==> src/design/lroe_pkg.sv <==
// ----------------------------------------------------------------------------
// lroe_pkg
// Shared types, constants and arithmetic helpers for the loop recorder.
// ----------------------------------------------------------------------------
`default_nettype none

package lroe_pkg;

    localparam int SAMPLE_W  = 16;
    localparam int MEM_DEPTH = 65536;
    localparam int ADDR_W    = $clog2(MEM_DEPTH);
    localparam int NUM_BINS  = 256;
    localparam int BIN_W     = $clog2(NUM_BINS);

    localparam logic [15:0] UNITY = 16'h8000;

    localparam logic [1:0] KIND_AUDIO  = 2'd0;
    localparam logic [1:0] KIND_TOGGLE = 2'd1;
    localparam logic [1:0] KIND_CLEAR  = 2'd2;

    localparam logic [2:0] CFG_LOOP_CAP  = 3'd0;
    localparam logic [2:0] CFG_OVERDUB   = 3'd1;
    localparam logic [2:0] CFG_DECAY     = 3'd2;
    localparam logic [2:0] CFG_FEEDBACK  = 3'd3;
    localparam logic [2:0] CFG_DECAY_CF  = 3'd4;
    localparam logic [2:0] CFG_GAIN_STEP = 3'd5;
    localparam logic [2:0] CFG_BIN_SIZE  = 3'd6;

    typedef struct packed {
        logic                rd;
        logic                ld;
        logic                m1;
        logic                m2;
        logic                m3;
        logic                wr;
        logic                clr;
        logic                first;
        logic                decay;
        logic                seed;
        logic [ADDR_W-1:0]   addr;
        logic [BIN_W-1:0]    bin;
        logic [15:0]         coef;
        logic [15:0]         fb;
        logic [15:0]         gain;
    } t_lane_ctl;

    typedef struct packed {
        logic        done;
        logic        wrote;
        logic        recording;
        logic        stop_pending;
        logic [16:0] loop_length;
        logic [15:0] write_pos;
    } t_status;

    function automatic logic [15:0] clampq(input logic [15:0] v);
        return (v > UNITY) ? UNITY : v;
    endfunction

    // (p + 0.5 lsb) >> 15, arithmetic
    function automatic logic signed [20:0] rnd_q15(input logic signed [35:0] p);
        logic signed [35:0] t;
        t = p + 36'sd16384;
        return t[35:15];
    endfunction

    function automatic logic signed [SAMPLE_W-1:0] sat16(input logic signed [22:0] v);
        if (v > 23'sd32767) begin
            return 16'sh7FFF;
        end else if (v < -23'sd32768) begin
            return 16'sh8000;
        end
        return v[SAMPLE_W-1:0];
    endfunction

endpackage

`default_nettype wire

==> src/design/lroe_ctrl.sv <==
// ----------------------------------------------------------------------------
// lroe_ctrl
// Item sequencer: record state, write index, gain ramp, bins and config.
// ----------------------------------------------------------------------------
`default_nettype none

module lroe_ctrl (
    input  wire logic          i_clk,
    input  wire logic          i_rst_n,
    input  wire logic          i_in_valid,
    output logic               o_in_ready,
    input  wire logic [1:0]    i_kind,
    input  wire logic          i_out_free,
    input  wire logic          i_cfg_valid,
    output logic               o_cfg_ready,
    input  wire logic [2:0]    i_cfg_index,
    input  wire logic [16:0]   i_cfg_data,
    output lroe_pkg::t_lane_ctl o_ctl,
    output lroe_pkg::t_status  o_status
);
    import lroe_pkg::*;

    typedef enum logic [8:0] {
        S_IDLE = 9'b000000001,
        S_DIV  = 9'b000000010,
        S_RD   = 9'b000000100,
        S_LD   = 9'b000001000,
        S_M1   = 9'b000010000,
        S_M2   = 9'b000100000,
        S_M3   = 9'b001000000,
        S_WR   = 9'b010000000,
        S_OUT  = 9'b100000000
    } t_state;

    t_state      r_state, n_state;
    logic [16:0] r_cap, r_bin_size;
    logic        r_od_en, r_decay;
    logic [15:0] r_fb, r_coef, r_step;

    logic [ADDR_W-1:0] r_idx, n_idx;
    logic [16:0] r_frozen, n_frozen;
    logic        r_active, n_active;
    logic        r_stop, n_stop;
    logic [15:0] r_gain, n_gain;
    logic        r_last_valid, n_last_valid;
    logic [BIN_W-1:0] r_last_bin, n_last_bin;
    logic [15:0] r_bin_q, n_bin_q;
    logic [16:0] r_bin_off, n_bin_off;
    logic        r_stale, n_stale;
    logic [3:0]  r_div_cnt, n_div_cnt;
    logic        r_ld, n_ld;
    logic        r_wrote, n_wrote;

    logic        accept;
    logic        clr;
    logic        done;
    logic [15:0] step;
    logic [16:0] bs;
    logic [16:0] cap;
    logic [BIN_W-1:0] bin;
    logic        seed;
    logic [17:0] div_t;
    logic        div_ge;
    logic [16:0] idx_inc;
    logic [16:0] gain_up;

    assign accept = i_in_valid && (r_state == S_IDLE);
    assign step   = clampq(r_step);
    assign bs     = (r_bin_size == '0) ? 17'd1 : r_bin_size;
    assign cap    = (r_cap == '0) ? 17'd1 :
                    ((r_cap > 17'(MEM_DEPTH)) ? 17'(MEM_DEPTH) : r_cap);
    assign bin    = (r_bin_q > 16'(NUM_BINS - 1)) ? BIN_W'(NUM_BINS - 1) : r_bin_q[BIN_W-1:0];
    assign seed   = !r_last_valid || (bin != r_last_bin);
    assign div_t  = {r_bin_off, r_bin_q[15]};
    assign div_ge = div_t >= {1'b0, bs};
    assign idx_inc = {1'b0, r_idx} + 17'd1;
    assign gain_up = {1'b0, r_gain} + {1'b0, step};

    always_comb begin
        n_state      = r_state;
        n_idx        = r_idx;
        n_frozen     = r_frozen;
        n_active     = r_active;
        n_stop       = r_stop;
        n_gain       = r_gain;
        n_last_valid = r_last_valid;
        n_last_bin   = r_last_bin;
        n_bin_q      = r_bin_q;
        n_bin_off    = r_bin_off;
        n_stale      = r_stale;
        n_div_cnt    = r_div_cnt;
        n_ld         = r_ld;
        n_wrote      = r_wrote;
        clr          = 1'b0;
        done         = 1'b0;

        unique case (r_state)
            S_IDLE: begin
                if (accept) begin
                    n_wrote = 1'b0;
                    n_ld    = 1'b0;
                    n_state = S_OUT;
                    case (i_kind)
                        KIND_AUDIO: begin
                            if (r_active) begin
                                n_wrote = 1'b1;
                                if (r_stale) begin
                                    n_state   = S_DIV;
                                    n_bin_q   = r_idx;
                                    n_bin_off = '0;
                                    n_div_cnt = '0;
                                end else begin
                                    n_state = S_RD;
                                end
                            end
                        end
                        KIND_TOGGLE: begin
                            if (!r_active && r_frozen != '0 && !r_od_en) begin
                                n_active = r_active;
                            end else if (!r_active) begin
                                n_active     = 1'b1;
                                n_idx        = '0;
                                n_bin_q      = '0;
                                n_bin_off    = '0;
                                n_stale      = 1'b0;
                                n_last_valid = 1'b0;
                                if (r_frozen == '0) begin
                                    n_gain = UNITY;
                                end else begin
                                    n_gain = (step != '0) ? 16'd0 : UNITY;
                                    n_stop = 1'b0;
                                    if (r_decay) begin
                                        n_ld    = 1'b1;
                                        n_state = S_RD;
                                    end
                                end
                            end else if (r_frozen == '0) begin
                                n_active = 1'b0;
                                n_frozen = {1'b0, r_idx};
                            end else if (step != '0) begin
                                n_stop = !r_stop;
                            end else begin
                                n_active = 1'b0;
                            end
                        end
                        KIND_CLEAR: begin
                            clr          = 1'b1;
                            n_frozen     = '0;
                            n_idx        = '0;
                            n_bin_q      = '0;
                            n_bin_off    = '0;
                            n_stale      = 1'b0;
                            n_active     = 1'b0;
                            n_stop       = 1'b0;
                            n_gain       = UNITY;
                            n_last_valid = 1'b0;
                        end
                        default: begin
                            n_wrote = 1'b0;
                        end
                    endcase
                end
            end
            S_DIV: begin
                n_bin_off = div_ge ? 17'(div_t - {1'b0, bs}) : div_t[16:0];
                n_bin_q   = {r_bin_q[14:0], div_ge};
                n_div_cnt = r_div_cnt + 4'd1;
                if (r_div_cnt == 4'd15) begin
                    n_stale = 1'b0;
                    n_state = S_RD;
                end
            end
            S_RD: begin
                if (r_ld) begin
                    n_state = S_LD;
                end else if (r_frozen == '0) begin
                    n_state = S_WR;
                end else begin
                    n_state = S_M1;
                end
            end
            S_LD: n_state = S_OUT;
            S_M1: n_state = S_M2;
            S_M2: n_state = S_M3;
            S_M3: n_state = S_WR;
            S_WR: begin
                n_state      = S_OUT;
                n_last_bin   = bin;
                n_last_valid = 1'b1;
                if ({1'b0, r_bin_off} + 18'd1 >= {1'b0, bs}) begin
                    n_bin_off = '0;
                    n_bin_q   = r_bin_q + 16'd1;
                end else begin
                    n_bin_off = r_bin_off + 17'd1;
                end
                n_idx = idx_inc[ADDR_W-1:0];
                if (r_frozen == '0) begin
                    if (idx_inc >= cap) begin
                        n_frozen  = cap;
                        n_active  = 1'b0;
                        n_idx     = '0;
                        n_bin_q   = '0;
                        n_bin_off = '0;
                    end
                end else begin
                    if (idx_inc >= r_frozen) begin
                        n_idx     = '0;
                        n_bin_q   = '0;
                        n_bin_off = '0;
                    end
                    if (r_stop) begin
                        if (step >= r_gain) begin
                            n_gain   = '0;
                            n_stop   = 1'b0;
                            n_active = 1'b0;
                        end else begin
                            n_gain = r_gain - step;
                        end
                    end else if (r_gain < UNITY) begin
                        n_gain = (gain_up > {1'b0, UNITY}) ? UNITY : gain_up[15:0];
                    end
                end
            end
            S_OUT: begin
                if (i_out_free) begin
                    done    = 1'b1;
                    n_state = S_IDLE;
                end
            end
            default: n_state = S_IDLE;
        endcase

        if (i_cfg_valid && i_cfg_index == CFG_BIN_SIZE) begin
            n_stale = 1'b1;
        end
    end

    always_ff @(posedge i_clk) begin
        if (!i_rst_n) begin
            r_state      <= S_IDLE;
            r_idx        <= '0;
            r_frozen     <= '0;
            r_active     <= 1'b0;
            r_stop       <= 1'b0;
            r_gain       <= UNITY;
            r_last_valid <= 1'b0;
            r_last_bin   <= '0;
            r_bin_q      <= '0;
            r_bin_off    <= '0;
            r_stale      <= 1'b0;
            r_div_cnt    <= '0;
            r_ld         <= 1'b0;
            r_wrote      <= 1'b0;
        end else begin
            r_state      <= n_state;
            r_idx        <= n_idx;
            r_frozen     <= n_frozen;
            r_active     <= n_active;
            r_stop       <= n_stop;
            r_gain       <= n_gain;
            r_last_valid <= n_last_valid;
            r_last_bin   <= n_last_bin;
            r_bin_q      <= n_bin_q;
            r_bin_off    <= n_bin_off;
            r_stale      <= n_stale;
            r_div_cnt    <= n_div_cnt;
            r_ld         <= n_ld;
            r_wrote      <= n_wrote;
        end
    end

    always_ff @(posedge i_clk) begin
        if (!i_rst_n) begin
            r_cap      <= 17'd65536;
            r_od_en    <= 1'b1;
            r_decay    <= 1'b0;
            r_fb       <= UNITY;
            r_coef     <= UNITY;
            r_step     <= '0;
            r_bin_size <= 17'd256;
        end else if (i_cfg_valid) begin
            unique case (i_cfg_index)
                CFG_LOOP_CAP:  r_cap      <= i_cfg_data;
                CFG_OVERDUB:   r_od_en    <= i_cfg_data[0];
                CFG_DECAY:     r_decay    <= i_cfg_data[0];
                CFG_FEEDBACK:  r_fb       <= i_cfg_data[15:0];
                CFG_DECAY_CF:  r_coef     <= i_cfg_data[15:0];
                CFG_GAIN_STEP: r_step     <= i_cfg_data[15:0];
                CFG_BIN_SIZE:  r_bin_size <= i_cfg_data;
                default: begin
                end
            endcase
        end
    end

    assign o_in_ready  = (r_state == S_IDLE);
    assign o_cfg_ready = 1'b1;

    always_comb begin
        o_ctl.rd    = (r_state == S_RD);
        o_ctl.ld    = (r_state == S_LD);
        o_ctl.m1    = (r_state == S_M1);
        o_ctl.m2    = (r_state == S_M2);
        o_ctl.m3    = (r_state == S_M3);
        o_ctl.wr    = (r_state == S_WR);
        o_ctl.clr   = clr;
        o_ctl.first = (r_frozen == '0);
        o_ctl.decay = r_decay;
        o_ctl.seed  = seed;
        o_ctl.addr  = r_idx;
        o_ctl.bin   = bin;
        o_ctl.coef  = clampq(r_coef);
        o_ctl.fb    = clampq(r_fb);
        o_ctl.gain  = r_gain;

        o_status.done         = done;
        o_status.wrote        = r_wrote;
        o_status.recording    = r_active;
        o_status.stop_pending = r_stop;
        o_status.loop_length  = r_frozen;
        o_status.write_pos    = 16'(r_idx);
    end

endmodule

`default_nettype wire

==> config.mk <==
export PLATFORM = sky130hd
export DESIGN_NAME = lroe_ctrl
export DESIGN_NICKNAME = d
export VERILOG_FILES = /design/src/design/lroe_pkg.sv /design/src/design/lroe_ctrl.sv
export SDC_FILE = /design/constraint.sdc
export NUM_CORES = 1
export LEC_CHECK = 0
export ABC_AREA = 1
export BUFFER_PORTS_ARGS = -buffer_cell sky130_fd_sc_hd__buf_2
export CAP_MARGIN = 25
export CORE_MARGIN = 2
export CORE_UTILIZATION = 30
export CTS_BUF_LIST = sky130_fd_sc_hd__clkbuf_4 sky130_fd_sc_hd__clkbuf_8
export CTS_CLUSTER_SIZE = 10
export DETAILED_ROUTE_END_ITERATION = 10
export SYNTH_ARGS = -nofsm -noshare
export SYNTH_HDL_FRONTEND = slang
export SYNTH_SLANG_ARGS = --single-unit
==> constraint.sdc <==
create_clock -name i_clk -period 3.85 [get_ports i_clk]
set_input_delay 0.77 -clock i_clk [delete_from_list [all_inputs] [get_ports i_clk]]
set_output_delay 0.77 -clock i_clk [all_outputs]
set_load 0.1 [all_outputs]
Word-level counts from Yosys, hierarchy flattened. Index checks and enable logic that the tools add are counted. Widths: inputs -> output; s select.

Add/sub/neg operators: 8. Reduce and logical (&&, ||, !) cells: 38. Order comparisons: 12. Multiplexer cells: 116. Eq/ne operators: 47.

Operators by type and width (number): $mux 16 (26); $mux 17 (19); $pmux 16 s2 (4); $pmux 17 s3 (2); $pmux 16 s3 (2); $mux 9 (8); $pmux 9 s8 (1); $pmux 17 s2 (2); $logic_not 17->1 (3); $gt 16x16->1 const B (3); $ge 18x17->1 (2); $mux 1 (35); $ge 17x17->1 (2); $reduce_and 7->1 (4); $mux 8 (3); $ne 3x3->1 const B (8); $add 17x1->18 const B (1); $pmux 9 s2 (1); $add 16x1->17 const B (1); $add 16x16->17 (1); $add 17x1->17 const B (1); $gt 17x16->1 const B (1); $gt 17x17->1 const B (1); $reduce_bool 17->1 (1); other kinds (47) (89).

Register bits after elaboration: 193. Word-level logic and storage cells: 242.

Longest topological paths before layout.
Word-level depth: 10. Mapped depth: 28.

Worst setup path before layout. No wires, ideal clock.

Kind: register to register. Start: register r_idx[1]. End: register r_bin_q[14]. Required time: 3.733 ns. Setup slack: -0.513 ns. Stages on the path, launching flop included: 25. Arrival: 4.246 ns. Period minus slack after synthesis: 4.363 ns. Path buffers: 1. Path through: dfxtp_1 -> ha_1 -> nand2_1 -> nor2_1 -> nand3_1 -> inv_1 -> nand3_1 -> nor2_1 -> nand2_1 -> nor2_1 -> inv_1 -> nor3_2 -> xor2_1 -> ha_1 -> inv_1 -> nor3_1 -> nor3b_1 -> nand4_1 -> nand4_1 -> nand2_2 -> nand2_2 -> buf_2 -> nor2_1 -> nor2_1 -> nor2_1.

Word-level cells in the longest chain between the ends: 5. Elaborated cells on any way between the ends: 7. Classes of those cells: 1 x add/sub; 2 x order compare; 4 x mux.

Ends and longest elaborated chain: start, declared (RTL line lroe_ctrl.sv:40) `logic [ADDR_W-1:0] r_idx, n_idx;`; start signal, assigned (RTL line lroe_ctrl.sv:256) `r_idx <= n_idx;`; $add 16x1->17 * (RTL line lroe_ctrl.sv:76) `assign idx_inc = {1'b0, r_idx} + 17'd1;`; $ge 17x17->1, on equally long branches (RTL line lroe_ctrl.sv:206, lroe_ctrl.sv:198); $mux 16, on equally long branches (RTL line lroe_ctrl.sv:206, lroe_ctrl.sv:198); $mux 16 * (RTL line lroe_ctrl.sv:197) `if (r_frozen == '0) begin`; $pmux 16 s3 * (RTL line lroe_ctrl.sv:97) `unique case (r_state)`; end signal, assigned (RTL line lroe_ctrl.sv:263) `r_bin_q <= n_bin_q;`; end, declared (RTL line lroe_ctrl.sv:47) `logic [15:0] r_bin_q, n_bin_q;`.

Every way passes the cells marked *; elsewhere a longest branch is shown, timed or not. A chain may end at the register's enable or synchronous reset.

Final worst setup path.
Start: register r_idx[0]. End: register r_frozen[15].

Word-level cells in the longest chain between the ends: 4.

Ends and longest elaborated chain: $add 16x1->17 (RTL line lroe_ctrl.sv:76); $ge 17x17->1 (RTL line lroe_ctrl.sv:198) `if (idx_inc >= cap) begin`; $ne 2x1->1 (no line); $reduce_and 8->1 (no line); end signal, assigned (RTL line lroe_ctrl.sv:257) `r_frozen <= n_frozen;`; end, declared (RTL line lroe_ctrl.sv:41) `logic [16:0] r_frozen, n_frozen;`.

No other way between the ends.

==> run summary <==
Power spread over the standard cell area amounts to 465 mW/mm^2. 148 I/O pins were placed. The tools report the number of violations of the max-capacitance limit as 0.

The detail-routed net length per standard cell was 16.1 um. The deepest level of the CTS H-tree came out at 4. The worst setup path is of the register to register kind. In this run the core area contains 80 standard-cell rows.

The tools report the nature of the critical path endpoint as a register. Share of post-route cells with drive strength above 1: 0.140. The run gives 15200 as the number of vias in the routed layout.

The data arrival time at the worst-slack endpoint is 4.10 ns, and the number of port buffers is 146. For this run, the leading register cell type out of synthesis is sky130_fd_sc_hd__dfxtp_1. TritonCTS built the clock tree. The mean area per synthesized cell was 6.38 sq um; the clock group share of total power was 0.194.

The post-detailed-route via-to-cell ratio is 5.06. Across all register-to-register paths, the minimum setup slack is 0.21 ns. Register bit total from synthesis: 193. Ranked by total cell area, the synthesized netlist is headed by sky130_fd_sc_hd__dfxtp_1 27%, sky130_fd_sc_hd__nand2_1 11%, sky130_fd_sc_hd__ha_1 9.2%, sky130_fd_sc_hd__inv_1 8.1%, sky130_fd_sc_hd__nor2_1 7.6%. The tools report the maximum resistive drop on vdd as 0.534 mV.

The register area share after synthesis was 0.265. At the later pin of the worst-skew pair, clock insertion delay measures 0.57 ns. The tree built by TritonCTS fans out to 193 sinks.

Cell count of the worst reg-to-reg path: 24. CTS placed an instance of sky130_fd_sc_hd__clkbuf_8 at the clock tree root. The run gives 0 as the number of buffers inserted by hold repair at cts.

Across the routed clock network, the largest skew measured is 0.0202 ns. The core region is 0.0478 sq mm. The die is 224 um wide. The final hold violation count was 0. In this run the critical register-to-register path is captured at r_frozen[15]. Source of the worst register-to-register timing path: r_idx[0].

Measured along the y axis, the die boundary spans 224 um. The fraction of post-synthesis cell area in the top cell type by area is 0.265, and the first-pass GRT wire length is 76400 um. The share of the clock period used by the worst path after layout came out at 0.945. The run gives 0.192 as the global-route total usage across every layer.

The end point of the most critical hold path is r_state[3]. For this run, design rule violations remaining after detail routing come to 0. Counting instances, the worst hold path has a depth of 2. The combinational group share of total power is 0.504, and the area of all placed cells without fillers is 0.0166 sq mm. After layout, the minimum clock period comes to 3.64 ns. The area enclosed by the die boundary came out at 0.0503 sq mm. Entering global routing, the biggest net connects 144 pins.

The post-synthesis net count is 2417. The class of the worst hold path is register to register. The internal portion of the total power is 0.00377 W. The run finished with clean final reports. The logs give 0.275 GHz for the maximum achievable frequency and 0.00392 W for the switching power.

After technology mapping, the gate count stands at 2280. Net switching share of the total power: 0.510. The startpoint identified for the worst hold timing path is r_ld.

The count of fill cells added during filler insertion is 5180, and the standby leakage power is 8.06 nW. The area growth from synthesis to layout is 13.8%. The instance area after placement is 0.0158 sq mm, and the number of global-route vias before repair is 14200. The tools report the final number of setup-violating endpoints as 0.

The congestion estimate from routability-driven global placement came to 0.979. Worst relative slew slack: 0.405. Summed over all instances, the cell type with the most area after synthesis is sky130_fd_sc_hd__dfxtp_1. The clock passes through at most 2 buffers.

The count of nets left with antenna violations after detail routing is 0. The number of nets in the finished design came out at 2514. The final hold slack was 0.465 ns; the worst-margin pin slew was 0.886 ns. In this run the worst path has a maximum fanout of 8. For the starting density of the core, the log shows 0.304.

The clock slew seen by the registers of the worst setup and hold paths is 0.12 ns. The power share of the sequential group is 0.302. The Yosys step of the flow raised 0 warnings.

The number of antenna violations at the first check in global routing is 1. Counting the buffers created by CTS gives 17. The number of violations reported at the end of detailed-routing iteration 0 came out at 1173. The final-report max-slew violation count came out at 0. After detailed routing, the total wire length is 48500 um. At the worst endpoint, the required time is 4.32 ns.

Sum of net half-perimeters after detailed placement: 36900 um. The mapped netlist covers 0.0146 sq mm. The launching element type of the critical path was a register.

In this run, distinct cell masters in the synthesized netlist total 57. The total global routing overflow is 0. The share of flip-flops with an asynchronous set or reset after synthesis was 0.

The first detailed-routing pass took 6 iterations. The count of flip-flops with a built-in enable after synthesis is 0.
==> through the flow <==
step            util  setup slack, ns  cells  setup TNS (ns)  power (W)
5_1_grt        0.346          -0.0148   3006         -0.0485    0.00817
4_1_cts        0.339           0.0692   2999               0    0.00764
2_1_floorplan      -           0.0809   2280               0    0.00529
3_3_place_gp   0.330            0.197   2966               0    0.00609
6_report       0.346            0.212   3006               0    0.00769
3_5_place_dp   0.331            0.103   2967               0    0.00612
==> logic make-up after synthesis <==
logic type                 share of synthesized area
buffers and inverters                          0.128
and+or+nand+nor                                0.311
DFF                                            0.265
other                                       0.000258
xor gates and xnor gates                      0.0336
adders and majority gates                     0.0961
AOI/OAI and AO/OA                              0.166
==> registers in the layout (all words and copies together), names as in the netlist <==
| signal | flops |
|---|---|
| r_last_valid | 1 |
| r_state | 9 |
| r_last_bin | 8 |
| r_bin_off | 17 |
| r_frozen | 17 |
| r_stop | 1 |
| r_ld | 1 |
| r_gain | 16 |
| r_coef | 16 |
| r_stale | 1 |
| r_div_cnt | 4 |
| r_step | 16 |
| r_idx | 16 |
| r_bin_size | 17 |
| r_wrote | 1 |
| r_active | 1 |
| r_od_en | 1 |
| r_fb | 16 |
| r_decay | 1 |
| r_bin_q | 16 |
| r_cap | 17 |
==> layout by cell type (no fill, tap or decap), types with 7 or more instances in the layout <==
| master | n |
|---|---|
| sky130_fd_sc_hd__nand3_2 | 7 |
| sky130_fd_sc_hd__inv_1 | 311 |
| sky130_fd_sc_hd__inv_2 | 14 |
| sky130_fd_sc_hd__o21ai_1 | 20 |
| sky130_fd_sc_hd__xor2_1 | 42 |
| sky130_fd_sc_hd__nor2_1 | 277 |
| sky130_fd_sc_hd__a21oi_1 | 186 |
| sky130_fd_sc_hd__nand2_2 | 11 |
| sky130_fd_sc_hd__nor3_1 | 41 |
| sky130_fd_sc_hd__dfxtp_2 | 7 |
| sky130_fd_sc_hd__xnor2_1 | 7 |
| sky130_fd_sc_hd__nand2_1 | 432 |
| sky130_fd_sc_hd__nor2_2 | 19 |
| sky130_fd_sc_hd__ha_1 | 101 |
| sky130_fd_sc_hd__a31oi_1 | 8 |
| sky130_fd_sc_hd__o21ai_0 | 166 |
| sky130_fd_sc_hd__nand3_1 | 137 |
| sky130_fd_sc_hd__buf_4 | 36 |
| sky130_fd_sc_hd__o221ai_1 | 14 |
| sky130_fd_sc_hd__or2_2 | 7 |
| sky130_fd_sc_hd__nor2_4 | 9 |
| sky130_fd_sc_hd__nor4_1 | 21 |
| sky130_fd_sc_hd__clkbuf_8 | 20 |
| sky130_fd_sc_hd__buf_2 | 145 |
| sky130_fd_sc_hd__dfxtp_1 | 184 |
| sky130_fd_sc_hd__o22ai_1 | 17 |
| sky130_fd_sc_hd__nand4_1 | 45 |
==> cell usage after synthesis (3+ instances only) <==
cell / number
sky130_fd_sc_hd__nand2_1: 436
sky130_fd_sc_hd__inv_1: 314
sky130_fd_sc_hd__nor2_1: 293
sky130_fd_sc_hd__dfxtp_1: 193
sky130_fd_sc_hd__a21oi_1: 187
sky130_fd_sc_hd__o21ai_0: 174
sky130_fd_sc_hd__nand3_1: 140
sky130_fd_sc_hd__ha_1: 107
sky130_fd_sc_hd__xor2_1: 47
sky130_fd_sc_hd__nand4_1: 45
sky130_fd_sc_hd__clkbuf_1: 44
sky130_fd_sc_hd__nor3_1: 42
sky130_fd_sc_hd__buf_4: 32
sky130_fd_sc_hd__buf_2: 22
sky130_fd_sc_hd__nor4_1: 22
sky130_fd_sc_hd__o22ai_1: 17
sky130_fd_sc_hd__o221ai_1: 14
sky130_fd_sc_hd__inv_2: 13
sky130_fd_sc_hd__o21ai_1: 12
sky130_fd_sc_hd__a31oi_1: 8
sky130_fd_sc_hd__nand2_2: 8
sky130_fd_sc_hd__nor2_2: 7
sky130_fd_sc_hd__or2_2: 7
sky130_fd_sc_hd__xnor2_1: 7
sky130_fd_sc_hd__buf_1: 6
sky130_fd_sc_hd__o21bai_1: 6
sky130_fd_sc_hd__a211oi_1: 5
sky130_fd_sc_hd__and2_1: 5
sky130_fd_sc_hd__buf_6: 5
sky130_fd_sc_hd__nor2_4: 5
sky130_fd_sc_hd__nor3_2: 5
sky130_fd_sc_hd__a21o_1: 4
sky130_fd_sc_hd__nand3_2: 4
sky130_fd_sc_hd__o21a_1: 4
sky130_fd_sc_hd__clkbuf_2: 3
sky130_fd_sc_hd__clkinv_1: 3
sky130_fd_sc_hd__fa_1: 3
sky130_fd_sc_hd__nand3b_1: 3
sky130_fd_sc_hd__nand4_2: 3
sky130_fd_sc_hd__o211ai_1: 3
==> layout make-up <==
cell class | instances | area (sq um) | share of cell area
multi-input combinational | 1644 | 9050 | 0.547
sequential | 193 | 3880 | 0.234
inverter | 330 | 1240 | 0.0751
timing repair buffer | 191 | 1190 | 0.0720
tap | 615 | 769 | 0.0465
clock buffer | 21 | 283 | 0.0171
clock inverter | 11 | 138 | 0.00831
antenna | 1 | 2.50 | 0.000151
==> how the worst max path moves through the flow <==
stage / from / to / slack [ns] / depth (start not counted)
after floorplan: r_idx[1] / r_bin_q[14] / 0.08 / 24
after global placement: r_step[7] / r_gain[8] / 0.20 / 28
after detailed placement: r_idx[0] / r_bin_q[0] / 0.10 / 24
after CTS: r_idx[0] / r_frozen[5] / 0.07 / 24
after global routing: r_idx[0] / r_frozen[0] / -0.01 / 24
final: r_idx[0] / r_frozen[15] / 0.21 / 24
==> critical path, stage by stage, from the launching register on <==
cell,delay (ns)
sky130_fd_sc_hd__dfxtp_4,0.38
sky130_fd_sc_hd__ha_2,0.19
sky130_fd_sc_hd__nand2_1,0.07
sky130_fd_sc_hd__nor2_2,0.17
sky130_fd_sc_hd__nand3_2,0.09
sky130_fd_sc_hd__inv_1,0.07
sky130_fd_sc_hd__nand3_2,0.07
sky130_fd_sc_hd__nor2_1,0.11
sky130_fd_sc_hd__nand2_1,0.08
sky130_fd_sc_hd__nor2_2,0.15
sky130_fd_sc_hd__inv_2,0.06
sky130_fd_sc_hd__nor3_4,0.27
sky130_fd_sc_hd__xor2_2,0.15
sky130_fd_sc_hd__ha_4,0.30
sky130_fd_sc_hd__inv_1,0.04
sky130_fd_sc_hd__nor3_2,0.17
sky130_fd_sc_hd__nor3b_4,0.24
sky130_fd_sc_hd__nand4_1,0.14
sky130_fd_sc_hd__nand2_1,0.11
sky130_fd_sc_hd__nor2_2,0.05
sky130_fd_sc_hd__nand2_2,0.08
sky130_fd_sc_hd__nand2_4,0.09
sky130_fd_sc_hd__clkbuf_16,0.23
sky130_fd_sc_hd__o21ai_0,0.16
sky130_fd_sc_hd__a21oi_1,0.06
==> timing repair <==
| item | 4_1_cts | 5_1_grt |
|---|---|---|
| endpoints found under the setup margin | 0 | 82 |
| buffers inserted | 0 | 3 |
| resized for setup | 0 | 68 |
==> layer usage <==
layer	GRT usage	wire, um	vias up
met4	0.0733	1420	0
met1	0.250	22100	7049
met5	0	0	-
met2	0.317	22400	477
li1	-	-	7607
met3	0.0332	2610	74
==> power groups by stage <==
stage | Combinational [W] | Sequential (W) | Clock (W)
finish | 0.00387 | 0.00233 | 0.00149
global route | 0.00421 | 0.00235 | 0.00161
CTS | 0.00378 | 0.00232 | 0.00154
detailed placement | 0.00376 | 0.00236 | 0
global placement | 0.00372 | 0.00236 | 0
floorplan | 0.00264 | 0.00265 | 0
Note: power is estimated with default switching activity, not from simulation.
